===== src/opus_id_header_parser_unit_assert.svh =====
// Assertion macros shared by the Opus identification header parser modules.
`ifndef OPUS_ID_HEADER_PARSER_UNIT_ASSERT_SVH
`define OPUS_ID_HEADER_PARSER_UNIT_ASSERT_SVH

// A property that must hold at every clock edge outside reset.
`define OHP_ASSERT(label, prop, msg) \
  label: assert property (@(posedge clk) disable iff (!rst_n) (prop)) else $error(msg);

// A condition in one cycle that must be followed by another in the next.
`define OHP_ASSERT_NEXT(label, pre, post, msg) \
  label: assert property (@(posedge clk) disable iff (!rst_n) (pre) |=> (post)) \
    else $error(msg);

`endif


===== src/ohp_pkg.sv =====
// Types and constants of the Opus identification header parser.
package ohp_pkg;

  // Header status codes, in order of priority.
  typedef enum logic [3:0] {
    ST_OK        = 4'd0,
    ST_NOT_WHOLE = 4'd1,
    ST_GRANULE   = 4'd2,
    ST_PAGE      = 4'd3,
    ST_MAGIC     = 4'd4,
    ST_VERSION   = 4'd5,
    ST_TRUNC     = 4'd6,
    ST_ZERO_CH   = 4'd7,
    ST_FAM0_CH   = 4'd8,
    ST_COUPLED   = 4'd9,
    ST_LIMIT     = 4'd10,
    ST_MAP       = 4'd11
  } ohp_status_t;

  localparam logic KIND_MAP = 1'b0;
  localparam logic KIND_HDR = 1'b1;

  localparam logic [7:0] VERSION_MASK = 8'hF0;
  localparam logic [7:0] SILENT_ENTRY = 8'd255;
  localparam logic [8:0] MAP_START    = 9'd21;
  localparam logic [8:0] FAMILY_POS   = 9'd19;
  localparam logic [8:0] MAGIC_MIN    = 9'd9;
  localparam logic [8:0] MAGIC_LEN    = 9'd8;
  localparam logic [8:0] COUNT_MAX    = 9'd511;

  // Byte positions of the fixed header fields.
  localparam logic [8:0] POS_VERSION  = 9'd8;
  localparam logic [8:0] POS_CHANNELS = 9'd9;
  localparam logic [8:0] POS_PRESKIP0 = 9'd10;
  localparam logic [8:0] POS_PRESKIP1 = 9'd11;
  localparam logic [8:0] POS_RATE0    = 9'd12;
  localparam logic [8:0] POS_RATE1    = 9'd13;
  localparam logic [8:0] POS_RATE2    = 9'd14;
  localparam logic [8:0] POS_RATE3    = 9'd15;
  localparam logic [8:0] POS_GAIN0    = 9'd16;
  localparam logic [8:0] POS_GAIN1    = 9'd17;
  localparam logic [8:0] POS_FAMILY   = 9'd18;
  localparam logic [8:0] POS_STREAMS  = 9'd19;
  localparam logic [8:0] POS_COUPLED  = 9'd20;

  // "OpusHead"
  localparam logic [7:0] MAGIC_TEXT [8] = '{
    8'h4F, 8'h70, 8'h75, 8'h73, 8'h48, 8'h65, 8'h61, 8'h64
  };

  // Page flag bits as stored from the first byte.
  localparam int FLAG_WHOLE   = 0;
  localparam int FLAG_GRANULE = 1;
  localparam int FLAG_FIRST   = 2;
  localparam int FLAG_FINAL   = 3;

  // Work passed from the front end to the back end.
  typedef struct packed {
    logic        has_map;
    logic        has_hdr;
    logic [7:0]  map_index;
    logic [7:0]  map_entry;
    logic [8:0]  size;
    logic [3:0]  page_flags;
    logic        magic_ok;
    logic        map_bad;
    logic [7:0]  version;
    logic [7:0]  channels;
    logic [15:0] preskip;
    logic [31:0] rate;
    logic [15:0] gain;
    logic [7:0]  family;
    logic [7:0]  streams;
    logic [7:0]  coupled;
  } ohp_job_t;

  // One result item.
  typedef struct packed {
    logic        kind;
    logic [3:0]  status;
    logic [7:0]  version;
    logic [7:0]  channels;
    logic [15:0] preskip;
    logic [31:0] rate;
    logic [15:0] gain;
    logic [7:0]  family;
    logic [7:0]  streams;
    logic [7:0]  coupled;
    logic [7:0]  map_index;
    logic [7:0]  map_entry;
  } ohp_res_t;

endpackage


===== src/ohp_in_if.sv =====
// Input channel of the parser: one packet byte with its page flags.
interface ohp_in_if;
  logic       valid;
  logic       ready;
  logic [7:0] data_byte;
  logic       last_byte;
  logic       packet_whole;
  logic       granule_zero;
  logic       on_first_page;
  logic       on_final_page;

  modport source (
    output valid, data_byte, last_byte, packet_whole, granule_zero,
           on_first_page, on_final_page,
    input  ready
  );
  modport sink (
    input  valid, data_byte, last_byte, packet_whole, granule_zero,
           on_first_page, on_final_page,
    output ready
  );
endinterface


===== src/ohp_out_if.sv =====
// Result channel of the parser: map entries and header results.
interface ohp_out_if;
  logic               valid;
  logic               ready;
  logic               kind;
  logic [3:0]         status;
  logic [7:0]         version;
  logic [7:0]         channels;
  logic [15:0]        preskip;
  logic [31:0]        rate;
  logic signed [15:0] gain;
  logic [7:0]         family;
  logic [7:0]         streams;
  logic [7:0]         coupled;
  logic [7:0]         map_index;
  logic [7:0]         map_entry;

  modport source (
    output valid, kind, status, version, channels, preskip, rate, gain,
           family, streams, coupled, map_index, map_entry,
    input  ready
  );
  modport sink (
    input  valid, kind, status, version, channels, preskip, rate, gain,
           family, streams, coupled, map_index, map_entry,
    output ready
  );
endinterface


===== src/ohp_front.sv =====
// Front end: tracks the byte position, unpacks header fields and queues work.
`include "opus_id_header_parser_unit_assert.svh"
module ohp_front
  import ohp_pkg::*;
(
  input  logic      clk,
  input  logic      rst_n,
  ohp_in_if.sink    in_chan,
  input  logic      queue_full,
  output logic      push,
  output ohp_job_t  job
);

  logic [8:0]  byte_count_r, byte_count_nxt;
  logic [3:0]  page_flags_r, page_flags_nxt;
  logic        magic_ok_r, magic_ok_nxt;
  logic        map_bad_r, map_bad_nxt;
  logic [7:0]  version_r, version_nxt;
  logic [7:0]  channels_r, channels_nxt;
  logic [15:0] preskip_r, preskip_nxt;
  logic [31:0] rate_r, rate_nxt;
  logic [15:0] gain_r, gain_nxt;
  logic [7:0]  family_r, family_nxt;
  logic [7:0]  streams_r, streams_nxt;
  logic [7:0]  coupled_r, coupled_nxt;

  logic       accept;
  logic       in_map;
  logic [7:0] b;
  logic [8:0] map_end;
  logic [8:0] map_limit;

  assign in_chan.ready = !queue_full;
  assign accept        = in_chan.valid && in_chan.ready;
  assign b             = in_chan.data_byte;

  // Map bytes run from position 21 up to 20 plus the channel count.
  assign map_end   = MAP_START + {1'b0, channels_r};
  assign map_limit = {1'b0, streams_r} + {1'b0, coupled_r};
  assign in_map    = (family_r != 8'd0) && (byte_count_r >= MAP_START) &&
                     (byte_count_r < map_end);

  always_comb begin
    page_flags_nxt = page_flags_r;
    magic_ok_nxt   = magic_ok_r;
    map_bad_nxt    = map_bad_r;
    version_nxt    = version_r;
    channels_nxt   = channels_r;
    preskip_nxt    = preskip_r;
    rate_nxt       = rate_r;
    gain_nxt       = gain_r;
    family_nxt     = family_r;
    streams_nxt    = streams_r;
    coupled_nxt    = coupled_r;

    if (byte_count_r == 9'd0) begin
      page_flags_nxt = {in_chan.on_final_page, in_chan.on_first_page,
                        in_chan.granule_zero, in_chan.packet_whole};
    end
    if ((byte_count_r < MAGIC_LEN) && (b != MAGIC_TEXT[byte_count_r[2:0]])) begin
      magic_ok_nxt = 1'b0;
    end

    unique case (byte_count_r)
      POS_VERSION:  version_nxt         = b;
      POS_CHANNELS: channels_nxt        = b;
      POS_PRESKIP0: preskip_nxt[7:0]    = b;
      POS_PRESKIP1: preskip_nxt[15:8]   = b;
      POS_RATE0:    rate_nxt[7:0]       = b;
      POS_RATE1:    rate_nxt[15:8]      = b;
      POS_RATE2:    rate_nxt[23:16]     = b;
      POS_RATE3:    rate_nxt[31:24]     = b;
      POS_GAIN0:    gain_nxt[7:0]       = b;
      POS_GAIN1:    gain_nxt[15:8]      = b;
      POS_FAMILY:   family_nxt          = b;
      POS_STREAMS:  streams_nxt         = b;
      POS_COUPLED:  coupled_nxt         = b;
      default:      ;
    endcase

    if (in_map && (b != SILENT_ENTRY) && ({1'b0, b} > map_limit)) begin
      map_bad_nxt = 1'b1;
    end

    byte_count_nxt = (byte_count_r == COUNT_MAX) ? byte_count_r : byte_count_r + 9'd1;
  end

  always_comb begin
    job.has_map    = in_map;
    job.has_hdr    = in_chan.last_byte;
    job.map_index  = 8'(byte_count_r - MAP_START);
    job.map_entry  = b;
    job.size       = byte_count_nxt;
    job.page_flags = page_flags_nxt;
    job.magic_ok   = magic_ok_nxt;
    job.map_bad    = map_bad_nxt;
    job.version    = version_nxt;
    job.channels   = channels_nxt;
    job.preskip    = preskip_nxt;
    job.rate       = rate_nxt;
    job.gain       = gain_nxt;
    job.family     = family_nxt;
    job.streams    = streams_nxt;
    job.coupled    = coupled_nxt;
  end

  assign push = accept && (in_map || in_chan.last_byte);

  always_ff @(posedge clk) begin
    if (!rst_n || (accept && in_chan.last_byte)) begin
      byte_count_r <= '0;
      page_flags_r <= '0;
      magic_ok_r   <= 1'b1;
      map_bad_r    <= 1'b0;
      version_r    <= '0;
      channels_r   <= '0;
      preskip_r    <= '0;
      rate_r       <= '0;
      gain_r       <= '0;
      family_r     <= '0;
      streams_r    <= '0;
      coupled_r    <= '0;
    end else if (accept) begin
      byte_count_r <= byte_count_nxt;
      page_flags_r <= page_flags_nxt;
      magic_ok_r   <= magic_ok_nxt;
      map_bad_r    <= map_bad_nxt;
      version_r    <= version_nxt;
      channels_r   <= channels_nxt;
      preskip_r    <= preskip_nxt;
      rate_r       <= rate_nxt;
      gain_r       <= gain_nxt;
      family_r     <= family_nxt;
      streams_r    <= streams_nxt;
      coupled_r    <= coupled_nxt;
    end
  end

  `OHP_ASSERT_NEXT(a_last_clears_count, accept && in_chan.last_byte, byte_count_r == 9'd0, "byte count not cleared after last byte")
  `OHP_ASSERT(a_idle_state_clean, (byte_count_r == 9'd0) |-> (magic_ok_r && !map_bad_r), "parser state not clean at packet start")

endmodule


===== src/ohp_queue.sv =====
// Short queue of parsed work between the front end and the back end.
`include "opus_id_header_parser_unit_assert.svh"
module ohp_queue
  import ohp_pkg::*;
#(
  parameter int Depth = 2
) (
  input  logic     clk,
  input  logic     rst_n,
  input  logic     push,
  input  ohp_job_t push_job,
  output logic     full,
  input  logic     pop,
  output logic     head_valid,
  output ohp_job_t head_job
);

  localparam int PtrW = (Depth > 1) ? $clog2(Depth) : 1;
  localparam int CntW = $clog2(Depth + 1);

  ohp_job_t        mem_r [Depth];
  logic [PtrW-1:0] wr_ptr_r, rd_ptr_r;
  logic [CntW-1:0] count_r;
  logic            do_pop;

  assign full       = (count_r == CntW'(Depth));
  assign head_valid = (count_r != '0);
  assign head_job   = mem_r[rd_ptr_r];
  assign do_pop     = pop && head_valid;

  always_ff @(posedge clk) begin
    if (push) begin
      mem_r[wr_ptr_r] <= push_job;
    end
  end

  always_ff @(posedge clk) begin
    if (!rst_n) begin
      wr_ptr_r <= '0;
      rd_ptr_r <= '0;
      count_r  <= '0;
    end else begin
      if (push) begin
        wr_ptr_r <= (wr_ptr_r == PtrW'(Depth - 1)) ? '0 : wr_ptr_r + 1'b1;
      end
      if (do_pop) begin
        rd_ptr_r <= (rd_ptr_r == PtrW'(Depth - 1)) ? '0 : rd_ptr_r + 1'b1;
      end
      if (push && !do_pop) begin
        count_r <= count_r + 1'b1;
      end else if (do_pop && !push) begin
        count_r <= count_r - 1'b1;
      end
    end
  end

  `OHP_ASSERT(a_no_push_when_full, full |-> !push, "work written into a full queue")

endmodule


===== src/ohp_back.sv =====
// Back end: works out the header status and drives the result register.
`include "opus_id_header_parser_unit_assert.svh"
module ohp_back
  import ohp_pkg::*;
(
  input  logic      clk,
  input  logic      rst_n,
  input  logic      head_valid,
  input  ohp_job_t  head_job,
  output logic      pop,
  ohp_out_if.source out_chan
);

  logic        out_valid_r, out_valid_nxt;
  ohp_res_t    res_r, res_nxt;
  logic        map_done_r, map_done_nxt;
  logic        load;
  ohp_status_t status;
  logic [8:0]  map_end;
  logic [8:0]  pair_sum;

  assign map_end  = MAP_START + {1'b0, head_job.channels};
  assign pair_sum = {1'b0, head_job.streams} + {1'b0, head_job.coupled};

  // First failing check in priority order wins.
  always_comb begin
    priority if (!head_job.page_flags[FLAG_WHOLE])        status = ST_NOT_WHOLE;
    else if (!head_job.page_flags[FLAG_GRANULE])          status = ST_GRANULE;
    else if (!head_job.page_flags[FLAG_FIRST] ||
             head_job.page_flags[FLAG_FINAL])             status = ST_PAGE;
    else if ((head_job.size < MAGIC_MIN) || !head_job.magic_ok) status = ST_MAGIC;
    else if ((head_job.version & VERSION_MASK) != 8'd0)   status = ST_VERSION;
    else if ((head_job.size < FAMILY_POS) ||
             ((head_job.family != 8'd0) && (head_job.size < map_end)))
                                                          status = ST_TRUNC;
    else if (head_job.channels == 8'd0)                   status = ST_ZERO_CH;
    else if (head_job.family == 8'd0)
      status = (head_job.channels > 8'd2) ? ST_FAM0_CH : ST_OK;
    else if (head_job.coupled > head_job.streams)         status = ST_COUPLED;
    else if (pair_sum > 9'd255)                           status = ST_LIMIT;
    else if (head_job.map_bad)                            status = ST_MAP;
    else                                                  status = ST_OK;
  end

  assign load = !out_valid_r || out_chan.ready;

  always_comb begin
    res_nxt       = res_r;
    out_valid_nxt = out_valid_r;
    map_done_nxt  = map_done_r;
    pop           = 1'b0;
    if (load) begin
      out_valid_nxt = head_valid;
      if (head_valid) begin
        if (head_job.has_map && !map_done_r) begin
          res_nxt           = '0;
          res_nxt.kind      = KIND_MAP;
          res_nxt.map_index = head_job.map_index;
          res_nxt.map_entry = head_job.map_entry;
          map_done_nxt      = head_job.has_hdr;
          pop               = !head_job.has_hdr;
        end else begin
          res_nxt          = '0;
          res_nxt.kind     = KIND_HDR;
          res_nxt.status   = status;
          res_nxt.version  = head_job.version;
          res_nxt.channels = head_job.channels;
          res_nxt.preskip  = head_job.preskip;
          res_nxt.rate     = head_job.rate;
          res_nxt.gain     = head_job.gain;
          res_nxt.family   = head_job.family;
          if (head_job.family == 8'd0) begin
            res_nxt.streams = 8'd1;
            res_nxt.coupled = (head_job.channels == 8'd2) ? 8'd1 : 8'd0;
          end else begin
            res_nxt.streams = head_job.streams;
            res_nxt.coupled = head_job.coupled;
          end
          map_done_nxt = 1'b0;
          pop          = 1'b1;
        end
      end
    end
  end

  always_ff @(posedge clk) begin
    if (!rst_n) begin
      out_valid_r <= 1'b0;
      map_done_r  <= 1'b0;
    end else begin
      out_valid_r <= out_valid_nxt;
      map_done_r  <= map_done_nxt;
    end
    res_r <= res_nxt;
  end

  assign out_chan.valid     = out_valid_r;
  assign out_chan.kind      = res_r.kind;
  assign out_chan.status    = res_r.status;
  assign out_chan.version   = res_r.version;
  assign out_chan.channels  = res_r.channels;
  assign out_chan.preskip   = res_r.preskip;
  assign out_chan.rate      = res_r.rate;
  assign out_chan.gain      = res_r.gain;
  assign out_chan.family    = res_r.family;
  assign out_chan.streams   = res_r.streams;
  assign out_chan.coupled   = res_r.coupled;
  assign out_chan.map_index = res_r.map_index;
  assign out_chan.map_entry = res_r.map_entry;

  `OHP_ASSERT(a_map_done_has_header, map_done_r |-> (head_valid && head_job.has_map && head_job.has_hdr), "pending header result without its work entry")

endmodule


===== src/opus_id_header_parser_unit.sv =====
// Top level of the Opus identification header parser.
//
// The in_chan channel takes one byte of an Ogg "OpusHead" packet per
// transfer, with last_byte marking the final byte; the four page flags
// are sampled on the first byte of each packet only.
// The out_chan channel gives two kinds of result. For a nonzero mapping
// family each channel-map byte is echoed as a map result (kind 0) as it
// arrives, and the last byte of the packet yields one header result
// (kind 1) with a status code and the unpacked header fields.
// A byte is taken every cycle while the work queue has room; a result
// is written into the queue when its byte is taken and then moves into
// the output register, from which out_chan presents it.
// A last byte that is also a map byte gives two results, map first,
// one after the other through the result register.
// If the receiver stalls, results wait in the output register and then
// in the queue of QUEUE_DEPTH entries, and in_chan.ready falls when
// that queue is full; while it is full no byte is taken at all, even
// one that would give no result.
// Reset clears the byte position and every header field, so the first
// byte after reset starts a new packet, and empties queue and output.
module opus_id_header_parser_unit
  import ohp_pkg::*;
#(
  parameter int QUEUE_DEPTH = 2
) (
  input  logic      clk,
  input  logic      rst_n,
  ohp_in_if.sink    in_chan,
  ohp_out_if.source out_chan
);

  // Work handed from the front end into the queue.
  logic     push;
  ohp_job_t push_job;
  logic     queue_full;

  // Head of the queue as seen by the back end.
  logic     head_valid;
  ohp_job_t head_job;
  logic     pop;

  // The front end parses every byte in the cycle of its transfer.
  ohp_front u_front (
    .clk        (clk),
    .rst_n      (rst_n),
    .in_chan    (in_chan),
    .queue_full (queue_full),
    .push       (push),
    .job        (push_job)
  );

  // Only bytes that produce results occupy a queue entry.
  ohp_queue #(
    .Depth (QUEUE_DEPTH)
  ) u_queue (
    .clk        (clk),
    .rst_n      (rst_n),
    .push       (push),
    .push_job   (push_job),
    .full       (queue_full),
    .pop        (pop),
    .head_valid (head_valid),
    .head_job   (head_job)
  );

  // The back end turns each entry into one or two result transfers.
  ohp_back u_back (
    .clk        (clk),
    .rst_n      (rst_n),
    .head_valid (head_valid),
    .head_job   (head_job),
    .pop        (pop),
    .out_chan   (out_chan)
  );

endmodule


===== src/flat_wrapper.sv =====
// flat-port wrapper written by rule: the top's interface ports become plain ports
module opus_id_header_parser_unit_flat import ohp_pkg::*;
#(
  parameter int QUEUE_DEPTH = 2
)
  (clk, rst_n, in_chan_valid, in_chan_data_byte, in_chan_last_byte, in_chan_packet_whole, in_chan_granule_zero, in_chan_on_first_page, in_chan_on_final_page, in_chan_ready, out_chan_valid, out_chan_kind, out_chan_status, out_chan_version, out_chan_channels, out_chan_preskip, out_chan_rate, out_chan_gain, out_chan_family, out_chan_streams, out_chan_coupled, out_chan_map_index, out_chan_map_entry, out_chan_ready);
  ohp_in_if in_chan_i ();
  ohp_out_if out_chan_i ();
  input  logic clk;
  input  logic rst_n;
  input wire logic [$bits(in_chan_i.valid)-1:0] in_chan_valid;
  input wire logic [$bits(in_chan_i.data_byte)-1:0] in_chan_data_byte;
  input wire logic [$bits(in_chan_i.last_byte)-1:0] in_chan_last_byte;
  input wire logic [$bits(in_chan_i.packet_whole)-1:0] in_chan_packet_whole;
  input wire logic [$bits(in_chan_i.granule_zero)-1:0] in_chan_granule_zero;
  input wire logic [$bits(in_chan_i.on_first_page)-1:0] in_chan_on_first_page;
  input wire logic [$bits(in_chan_i.on_final_page)-1:0] in_chan_on_final_page;
  output wire logic [$bits(in_chan_i.ready)-1:0] in_chan_ready;
  output wire logic [$bits(out_chan_i.valid)-1:0] out_chan_valid;
  output wire logic [$bits(out_chan_i.kind)-1:0] out_chan_kind;
  output wire logic [$bits(out_chan_i.status)-1:0] out_chan_status;
  output wire logic [$bits(out_chan_i.version)-1:0] out_chan_version;
  output wire logic [$bits(out_chan_i.channels)-1:0] out_chan_channels;
  output wire logic [$bits(out_chan_i.preskip)-1:0] out_chan_preskip;
  output wire logic [$bits(out_chan_i.rate)-1:0] out_chan_rate;
  output wire logic [$bits(out_chan_i.gain)-1:0] out_chan_gain;
  output wire logic [$bits(out_chan_i.family)-1:0] out_chan_family;
  output wire logic [$bits(out_chan_i.streams)-1:0] out_chan_streams;
  output wire logic [$bits(out_chan_i.coupled)-1:0] out_chan_coupled;
  output wire logic [$bits(out_chan_i.map_index)-1:0] out_chan_map_index;
  output wire logic [$bits(out_chan_i.map_entry)-1:0] out_chan_map_entry;
  input wire logic [$bits(out_chan_i.ready)-1:0] out_chan_ready;
  assign in_chan_i.valid = in_chan_valid;
  assign in_chan_i.data_byte = in_chan_data_byte;
  assign in_chan_i.last_byte = in_chan_last_byte;
  assign in_chan_i.packet_whole = in_chan_packet_whole;
  assign in_chan_i.granule_zero = in_chan_granule_zero;
  assign in_chan_i.on_first_page = in_chan_on_first_page;
  assign in_chan_i.on_final_page = in_chan_on_final_page;
  assign in_chan_ready = in_chan_i.ready;
  assign out_chan_valid = out_chan_i.valid;
  assign out_chan_kind = out_chan_i.kind;
  assign out_chan_status = out_chan_i.status;
  assign out_chan_version = out_chan_i.version;
  assign out_chan_channels = out_chan_i.channels;
  assign out_chan_preskip = out_chan_i.preskip;
  assign out_chan_rate = out_chan_i.rate;
  assign out_chan_gain = out_chan_i.gain;
  assign out_chan_family = out_chan_i.family;
  assign out_chan_streams = out_chan_i.streams;
  assign out_chan_coupled = out_chan_i.coupled;
  assign out_chan_map_index = out_chan_i.map_index;
  assign out_chan_map_entry = out_chan_i.map_entry;
  assign out_chan_i.ready = out_chan_ready;
  opus_id_header_parser_unit #(.QUEUE_DEPTH(QUEUE_DEPTH)) u_core (.clk(clk), .rst_n(rst_n), .in_chan(in_chan_i), .out_chan(out_chan_i));
endmodule

===== config.mk =====
export PLATFORM = sky130hd
export DESIGN_NAME = opus_id_header_parser_unit_flat
export DESIGN_NICKNAME = d
export VERILOG_FILES = /design/src/ohp_pkg.sv /design/src/ohp_in_if.sv /design/src/ohp_out_if.sv /design/src/ohp_front.sv /design/src/ohp_queue.sv /design/src/ohp_back.sv /design/src/opus_id_header_parser_unit.sv /design/src/flat_wrapper.sv
export VERILOG_INCLUDE_DIRS = /design/src /design/src/src
export SDC_FILE = /design/constraint.sdc
export NUM_CORES = 1
export LEC_CHECK = 0
export ABC_AREA = 1
export BUFFER_PORTS_ARGS = -buffer_cell sky130_fd_sc_hd__buf_2
export CAP_MARGIN = 15
export CORE_UTILIZATION = 61
export DETAILED_ROUTE_END_ITERATION = 16
export PLACE_DENSITY = 0.8
export SKIP_LAST_GASP = 1
export SYNTH_ARGS = -nofsm -noshare
export SYNTH_HDL_FRONTEND = slang
export SYNTH_SLANG_ARGS = --single-unit

===== constraint.sdc =====
create_clock -name clk -period 9.4 [get_ports clk]
set_clock_uncertainty 0.2 [all_clocks]
set_input_delay 0.47 -clock clk [delete_from_list [all_inputs] [get_ports clk]]
set_output_delay 0.47 -clock clk [all_outputs]
set_load 0.005 [all_outputs]

==> flow_metrics.env <==
export IMPL_status="finished clean"
export IMPL_cp_start_kind="flip-flop"
export IMPL_setup_viol=0
export IMPL_cts_tree="built"
export IMPL_r2r_start="u_core.u_front.channels_r[0]$_SDFFE_PP0P_"
export IMPL_pwr_density_cell_mw_per_mm2=317.5
export IMPL_wl_met3_um=3752
export IMPL_synth_edf_count=399
export IMPL_die_h_um=195.4
export IMPL_synth_seq_area_share=0.6357
export IMPL_dr_wl_met2_um=24270
export IMPL_final_max_slew_viol_count=0
export IMPL_num_vias=16190
export IMPL_pin_count=144
export IMPL_grt_max_degree=73
export IMPL_cts_num_sinks=525
export IMPL_die_area_mm2=0.03818
export IMPL_grt_pass1_vias=15830
export IMPL_dieWidth_um=195.4
export IMPL_grt_overflow=0
export IMPL_finish_utilization=0.6977
export IMPL_drc=0
export IMPL_gp_congestion=0.8803
export IMPL_syn_num_nets=2403
export IMPL_viasPerCell=5.484
export IMPL_synth_common_cells="nand2_1 (590), edfxtp_1 (399), inv_1 (298)"
export IMPL_postCtsSetupBuffers=0
export IMPL_min_from="in_chan_data_byte[6]"
export IMPL_drv_cap=0
export IMPL_clock_latency_ps=610
export IMPL_fin_hold_ws_ps=28.03
export IMPL_cp_required_ps=9420
export IMPL_leakagePower_nw=11.63
export IMPL_numPortBuffers=143
export IMPL_finalHoldViolCount=0
export IMPL_cp_end_kind="flip-flop"
export IMPL_initial_core_util=0.6218
export IMPL_crit_fanout=57
export IMPL_crit_arrival_ps=4590
export IMPL_fmax_mhz=218.7
export IMPL_synth_area_leader_cell="edfxtp_1"
export IMPL_fin_crit_sh=0.4865
export IMPL_slew_limit_headroom=0.3000
export IMPL_hp_class="primary input to flip-flop"
export IMPL_synthArstFlopShare=0
export IMPL_criticalPathCategory="flip-flop to flip-flop"
export IMPL_timing_final_crit_period_ps=4573
export IMPL_synth_most_common_cell="nand2_1"
export IMPL_place_ws_ps=4842
export IMPL_h_tree_depth=2
export IMPL_met1_length_um=21790
export IMPL_holdBufCountCts=9
export IMPL_ant_nets=0
export IMPL_synthCells=2324
export IMPL_drt_iter0_drc=1678
export IMPL_max_slew_worst_pin_slew_ps=1049
export IMPL_synth_cell_type_count=49
export IMPL_antenna_found_initial=1
export IMPL_syn_area_per_cell_um2=9.818
export IMPL_rsz0062_at_grt="no"
export IMPL_synth_area_mm2=0.02282
export IMPL_grt_first_pass_wirelength_um=82110
export IMPL_antenna_cells=0
export IMPL_ctsResizeCount=0
export IMPL_finalSetupTns_ps=0
export IMPL_yosys_warnings=0
export IMPL_drive_above_1_share=0.1171
export IMPL_ir_drop_mv=0.2185
export IMPL_clk_pin_slew_ps=60
export IMPL_wire_per_inst_um=17.62
export IMPL_cts_buffers=52
export IMPL_postLayoutSetupSlackWorst_ps=4827
export IMPL_cp_startpoint="u_core.u_front.channels_r[0]$_SDFFE_PP0P_"
export IMPL_area_growth_pct=12.22
export IMPL_clock_path_buffers=3
export IMPL_cts_root_buf="clkbuf_16"
export IMPL_grt_usage=0.2767
export IMPL_synth_area_leaders="edfxtp_1 (53%), dfxtp_1 (11%), nand2_1 (9.7%)"
export IMPL_num_fill_cells=2630
export IMPL_ys_dominant_reg_cell="edfxtp_1"
export IMPL_coreArea_mm2=0.03670
export IMPL_highest_layer="met4"
export IMPL_synth_top_cell_area_share=0.5251
export IMPL_firstDrtPassIters=5
export IMPL_nets=2519
export IMPL_ys_ff_latch=525
export IMPL_wirelength_um=52010
export IMPL_rows=70
export IMPL_dp_hpwl_um=32300
## per-layer routing
layer,vias up,track usage
met5,-,0
met4,0,0.1344
met3,145,0.03921
met2,636,0.4534
met1,7609,0.3649
li1,7800,-
## layout by cell type (no fill, tap or decap), types with 7 or more instances in the layout
master,n
ha_1,60
clkbuf_8,7
a21oi_1,72
dfxtp_1,125
clkbuf_16,52
buf_4,14
nand3_1,20
xor2_1,25
nand4_1,13
dlygate4sd3_1,9
nand2_1,587
clkinv_2,11
or2_2,20
buf_2,143
edfxtp_1,399
o21ai_1,31
clkbuf_1,10
o21ai_0,227
inv_1,297
nor2_1,269
## cell families (layout without fill, tap and decap cells)
| group | count (synthesis) | count (layout) | share of synthesized area |
|---|---|---|---|
| simple gates | 938 | 938 | 0.1639 |
| buf+inv | 407 | 567 | 0.07074 |
| xor+xnor | 31 | 31 | 0.01190 |
| flops | 525 | 525 | 0.6357 |
| mux | 2 | 2 | 0.0008774 |
| fa+ha+maj | 62 | 62 | 0.03466 |
| compound gates | 359 | 359 | 0.08231 |
## critical path, stage by stage, from the launching register on
cell and delay, ps:
dfxtp_1 390, inv_1 70, o21ai_0 300, nand2_1 120, nand2_1 110, nand3_1 90
xor2_1 160, ha_1 270, nand2_1 90, nor2_1 60, o211ai_1 90, o2111ai_1 180
nor2_2 240, o21ai_2 140, nor2_4 840, buf_4 780
## sequential cells by signal, indices dropped and copies added (netlist names), 9 cells and up, named ones only
register,flops
u_core.u_queue.mem_r,274
u_core.u_back.out_chan.rate,32
u_core.u_front.rate_r,32
u_core.u_back.out_chan.gain,16
u_core.u_back.out_chan.preskip,16
u_core.u_front.gain_r,16
u_core.u_front.preskip_r,16
u_core.u_front.byte_count_r,9
## through the flow
step | power, mW | instance area [µm²] | cells
2_1_floorplan | 5.248 | 22820 | 2324
6_report | 8.130 | 25600 | 2952
4_1_cts | 8.155 | 25600 | 2952
5_1_grt | 8.611 | 25600 | 2952
3_5_place_dp | 6.081 | 23800 | 2845
3_3_place_gp | 5.962 | 23800 | 2845
## report_power, final
| part | switching [mW] | internal (mW) |
|---|---|---|
| clock | 0.893 | 1.17 |
| combinational | 1.75 | 0.798 |
| sequential | 0.212 | 3.30 |
| total | 2.86 | 5.27 |
## path summary, 6_finish.rpt
kind | end | slack (ps) | cells after the start
worst max register to register | u_core.u_queue.mem_r[1][77]$_DFFE_PP_ | 4830 | 15
worst min register to register | u_core.u_queue.rd_ptr_r$_SDFFE_PN0P_ | 290 | 2
worst max-delay path | u_core.u_queue.mem_r[1][77]$_DFFE_PP_ | 4830 | 15
worst min-delay path | u_core.u_queue.mem_r[0][125]$_DFFE_PP_ | 30 | 1
## area by class of cell
cell class	count	area [µm²]	area share
clock buffers	69	1435	0.05605
multi-input cells	1392	6744	0.2634
flip-flops and latches	525	14510	0.5666
inverters	303	1141	0.04457
well taps	468	585.6	0.02287
repair buffers	166	910.9	0.03557
clock inverters	29	280.3	0.01095
Power figures use the tool's default switching activity.
